$ cat config.mk
export PLATFORM = sky130hd
export DESIGN_NAME = thc_ungain
export DESIGN_NICKNAME = d
export VERILOG_FILES = /design/src/hdl/thc_pkg.sv /design/src/hdl/thc_ungain.sv
export SDC_FILE = /design/constraint.sdc
export NUM_CORES = 2
export LEC_CHECK = 0
export BUFFER_PORTS_ARGS = -buffer_cell sky130_fd_sc_hd__buf_4
export CELL_PAD_IN_SITES_DETAIL_PLACEMENT = 1
export CELL_PAD_IN_SITES_GLOBAL_PLACEMENT = 1
export CORE_ASPECT_RATIO = 0.5
export CORE_UTILIZATION = 41
export CTS_BUF_LIST = sky130_fd_sc_hd__clkbuf_4
export CTS_CLUSTER_SIZE = 20
export DETAILED_ROUTE_END_ITERATION = 10
export GPL_TIMING_DRIVEN = 0
export PLACE_DENSITY = 0.72
export SYNTH_ARGS = -nofsm -noshare
export SYNTH_HDL_FRONTEND = slang
export SYNTH_SLANG_ARGS = --single-unit
$ cat constraint.sdc
create_clock -name aclk -period 16.4 [get_ports aclk]
set_clock_uncertainty 0.1 [all_clocks]
set_input_delay 1.64 -clock aclk [delete_from_list [all_inputs] [get_ports aclk]]
set_output_delay 1.64 -clock aclk [all_outputs]
set_load 0.01 [all_outputs]
$ cat src/hdl/thc_pkg.sv
// Shared constants, types and functions of the tilt-compensated heading pipeline.
package thc_pkg;

    localparam int SAMPLE_BITS   = 16;
    localparam int CORDIC_STAGES = 16;
    localparam int FRACTION_BITS = 6;
    localparam int HEADING_BITS  = FRACTION_BITS + 9;
    localparam int TABLE_LEN     = 24;
    localparam int SCALE_SHIFT   = 32 - SAMPLE_BITS;
    localparam int W             = 36;
    localparam int AW            = 34;
    localparam int UW            = W + 25;
    localparam int INV_GAIN      = 10188014;
    localparam int HEAD_LIM      = 180 << FRACTION_BITS;

    localparam logic [31:0] ATAN_TAB [TABLE_LEN] = '{
        32'h20000000, 32'h12E4051D, 32'h09FB385B, 32'h051111D4, 32'h028B0D43,
        32'h0145D7E1, 32'h00A2F61E, 32'h00517C55, 32'h0028BE53, 32'h00145F2E,
        32'h000A2F98, 32'h000517CC, 32'h00028BE6, 32'h000145F3, 32'h0000A2F9,
        32'h0000517C, 32'h000028BE, 32'h0000145F, 32'h00000A2F, 32'h00000517,
        32'h0000028B, 32'h00000145, 32'h000000A2, 32'h00000051
    };

    typedef struct packed {
        logic                 zero;
        logic signed [W-1:0]  ax;
        logic signed [W-1:0]  ay;
        logic signed [W-1:0]  az;
        logic signed [W-1:0]  syz;
        logic signed [W-1:0]  sxz;
        logic signed [AW-1:0] pitch;
        logic signed [AW-1:0] roll;
        logic signed [W-1:0]  x2;
        logic signed [W-1:0]  w;
        logic signed [W-1:0]  y2;
    } side_t;

    function automatic logic signed [W-1:0] ungain(input logic signed [W-1:0] v);
        logic signed [UW-1:0] p;
        p = UW'(v) * UW'(INV_GAIN) + UW'(1 << 23);
        return W'(p >>> 24);
    endfunction

endpackage

$ cat src/hdl/thc_ungain.sv
// Registered CORDIC gain removal for two values.
module thc_ungain (
    input  logic                         aclk,
    input  logic                         aresetn,
    input  logic                         en,
    input  logic                         in_valid,
    input  logic signed [thc_pkg::W-1:0] in_a,
    input  logic signed [thc_pkg::W-1:0] in_b,
    input  thc_pkg::side_t               in_side,
    output logic                         out_valid,
    output logic signed [thc_pkg::W-1:0] out_a,
    output logic signed [thc_pkg::W-1:0] out_b,
    output thc_pkg::side_t               out_side
);
    import thc_pkg::*;

    logic                v_reg;
    logic signed [W-1:0] a_reg;
    logic signed [W-1:0] b_reg;
    side_t               side_reg;

    always_ff @(posedge aclk) begin
        if (!aresetn) begin
            v_reg <= 1'b0;
        end else if (en) begin
            v_reg <= in_valid;
        end
    end

    always_ff @(posedge aclk) begin
        if (en) begin
            a_reg    <= ungain(in_a);
            b_reg    <= ungain(in_b);
            side_reg <= in_side;
        end
    end

    assign out_valid = v_reg;
    assign out_a     = a_reg;
    assign out_b     = b_reg;
    assign out_side  = side_reg;

endmodule

==> flow_metrics.tcl <==
set metrics [dict create \
    status "finished clean" \
    cts_setup_buffers 0 \
    drt_iter0_drc 2423 \
    insertion_delay_ns 0.96 \
    dr_total_vias 37700 \
    required_ns 16.99 \
    cp-start-kind "input port" \
    grt_usage_pct 36.3 \
    synth_flop_cell "edfxtp_1" \
    critPathMaxFanout 52 \
    wire_per_inst_um 31.3 \
    cap_violations 0 \
    cts_buffers 103 \
    yosysTopAreaCellShare_pct 36.3 \
    initial_core_util_pct 41.4 \
    placement.io_buffers 862 \
    globalplace.congestion 1.02 \
    cp-end-kind "flop" \
    synthSimpleGateAreaFrac_pct 5.37 \
    syn_nets 6407 \
    ys_warn_count 0 \
    grt_overflow 0 \
    synthMuxAreaShare_pct 0.238 \
    drc_errors 0 \
    htreeDepth 3 \
    max_freq_mhz 96.2 \
    final-seq-area_um2 12900 \
    die_h_um 251 \
    met3_usage_pct 7.10 \
    grt_max_degree 128 \
    place_inst 6999 \
    path_class "input port to flop" \
    final_common_cell "inv_1" \
    yosysUniqueCellTypes 85 \
    dieArea_um2 126000 \
    async_flop_share_pct 0 \
    final.period_utilization_pct 63.4 \
    ant_nets 0 \
    synth_top_family_by_area "adder cells" \
    cts_hold_buffers 0 \
    slew_violations 0 \
    synth_area_leaders "fa_1 (36%), edfxtp_1 (25%), ha_1 (14%), inv_1 (10%), xnor2_1 (1.5%)" \
    cpPeakStageDelay_ns 1.13 \
    n_fill_cell 13500 \
    ctsRootBufferMaster "clkbuf_4" \
    route.final.wire_length_um 225000 \
    coreArea_um2 123000 \
    syn_to_final_growth_pct 19.7 \
    setup_viol 0 \
    yosysTopAreaCell "fa_1" \
    clkSinkCount 430 \
    finalHoldViolCount 0 \
    clockBufferDepth 3 \
    fp.dieW_um 501 \
    dr.pass1.iters 5 \
    worstHoldPathType "flop to flop" \
    crit_top_cell "fa_1" \
    place_hpwl_um 197000 \
    final_cells 7206 \
    syn_area_per_cell_um2 11.4 \
    syn_inst 4460 \
    worstPathArrival_ns 10.99 \
    grt-busiest-layer "met2" \
    vias_per_cell 5.23 \
    row_count 91 \
    gr-usage-met2_pct 59.9 \
    drive_above_1_share_pct 19.4 \
    clk_pin_slew_ns 0.08 \
    synth_compound_area_share_pct 5.44 \
    synth-edff-count 429 \
    fin_ws_ns 6.00 \
    io_pins 863 \
    cts_resized 0 \
    tritoncts "yes" \
    rsz0062_at_grt "no" \
    ys_ff_latch 430 \
    synthXorXnorAreaFrac_pct 2.58 \
    multi_input_area_um2 32800 \
    fin_tns_setup_ns 0 \
    period_minus_slack_ns 10.40 \
    critPathSlowestCell "nor4_1" \
    final_cell_mix "inv_1 (1368), fa_1 (926), buf_4 (861)" \
    preCtsSetupSlack_ns 5.07 \
    finalNetCount 7377 \
    antenna_found_initial 48 \
    met1_usage_pct 43.5 \
    synth_seq_area_share_pct 25.3 \
    tightestPinTransition_ns 1.38 \
    grt_pass1_vias 41900 \
    grt_pass1_wl_um 314000 \
    holdWs_ns 0.515 \
    synth_area_um2 51000 \
    max-slew-margin-rel_pct 6.98 \
    synth_adder_area_share_pct 50.8 \
]
==> final cells by class <==
type,instances,share of cell area (%)
diodes,31,0.127
plain buffers,32,0.213
clock buffers,143,1.76
clock inverters,33,0.406
inverters,1368,8.41
multi-input cells,2630,53.8
flip-flops and latches,430,21.1
well taps,1674,3.43
repair buffers,865,10.7
==> Yosys cell counts (9+ instances only) <==
master / instances
and4_1: 12
nand3_1: 40
or3_1: 15
nor3_1: 28
edfxtp_1: 429
fa_1: 926
nor2b_1: 12
clkbuf_1: 22
a21oi_1: 125
a21o_1: 36
o21a_1: 14
o211ai_1: 21
xnor2_1: 86
a211oi_1: 19
and3_1: 13
or2_2: 9
nand2_1: 151
a31oi_1: 13
ha_1: 588
nor4_1: 10
nor2_1: 133
o21bai_1: 12
and2_1: 19
o21ai_0: 89
mux2i_1: 11
inv_1: 1368
xor2_1: 61
nand4_1: 42
==> worst paths after layout <==
path / startpoint / endpoint / slack, ns / cells past startpoint
worst max register to register: out_valid / out_valid / 15.62 / 2
worst min-delay path: out_valid / out_valid / 0.51 / 2
worst min register to register: out_valid / out_valid / 0.51 / 2
worst max-delay path: in_b[35] / out_b[30] / 6.00 / 26
==> per-layer routing <==
metal,wire length (um),up-vias
li1,-,16000
met1,86600,19900
met2,107000,1321
met3,13500,450
met4,18200,14
met5,94,-
==> through the flow <==
stage                     utilization (%)  area [um^2]
final                                49.5        61100
after global routing                 49.5        61000
after CTS                            49.5        61000
after detailed placement             48.4        59700
after global placement               48.3        59600
after floorplan                         -        51000
==> critical path, delay by kind of cell <==
| family | cells | cell delay [ns] |
|---|---|---|
| xor gates and xnor gates | 2 | 0.39 |
| buffers and inverters | 6 | 1.73 |
| AOI/OAI and AO/OA | 5 | 1.47 |
| adders and majority gates | 7 | 3.41 |
| and+or+nand+nor | 6 | 2.30 |
==> registers in the layout, indices dropped and copies added, names as in the netlist <==
| signal | flops |
|---|---|
| out_a | 36 |
| out_b | 36 |
| out_side | 357 |
| out_valid | 1 |
==> cells by family after synthesis <==
logic type,after synthesis
AOI/OAI and AO/OA,421
DFF,430
buffers and inverters,1400
adders and majority gates,1514
muxes,12
xor gates and xnor gates,148
and+or+nand+nor,535
Power is not shown: default switching activity piles up to over one toggle a cycle in this logic, so the estimate is an artifact.
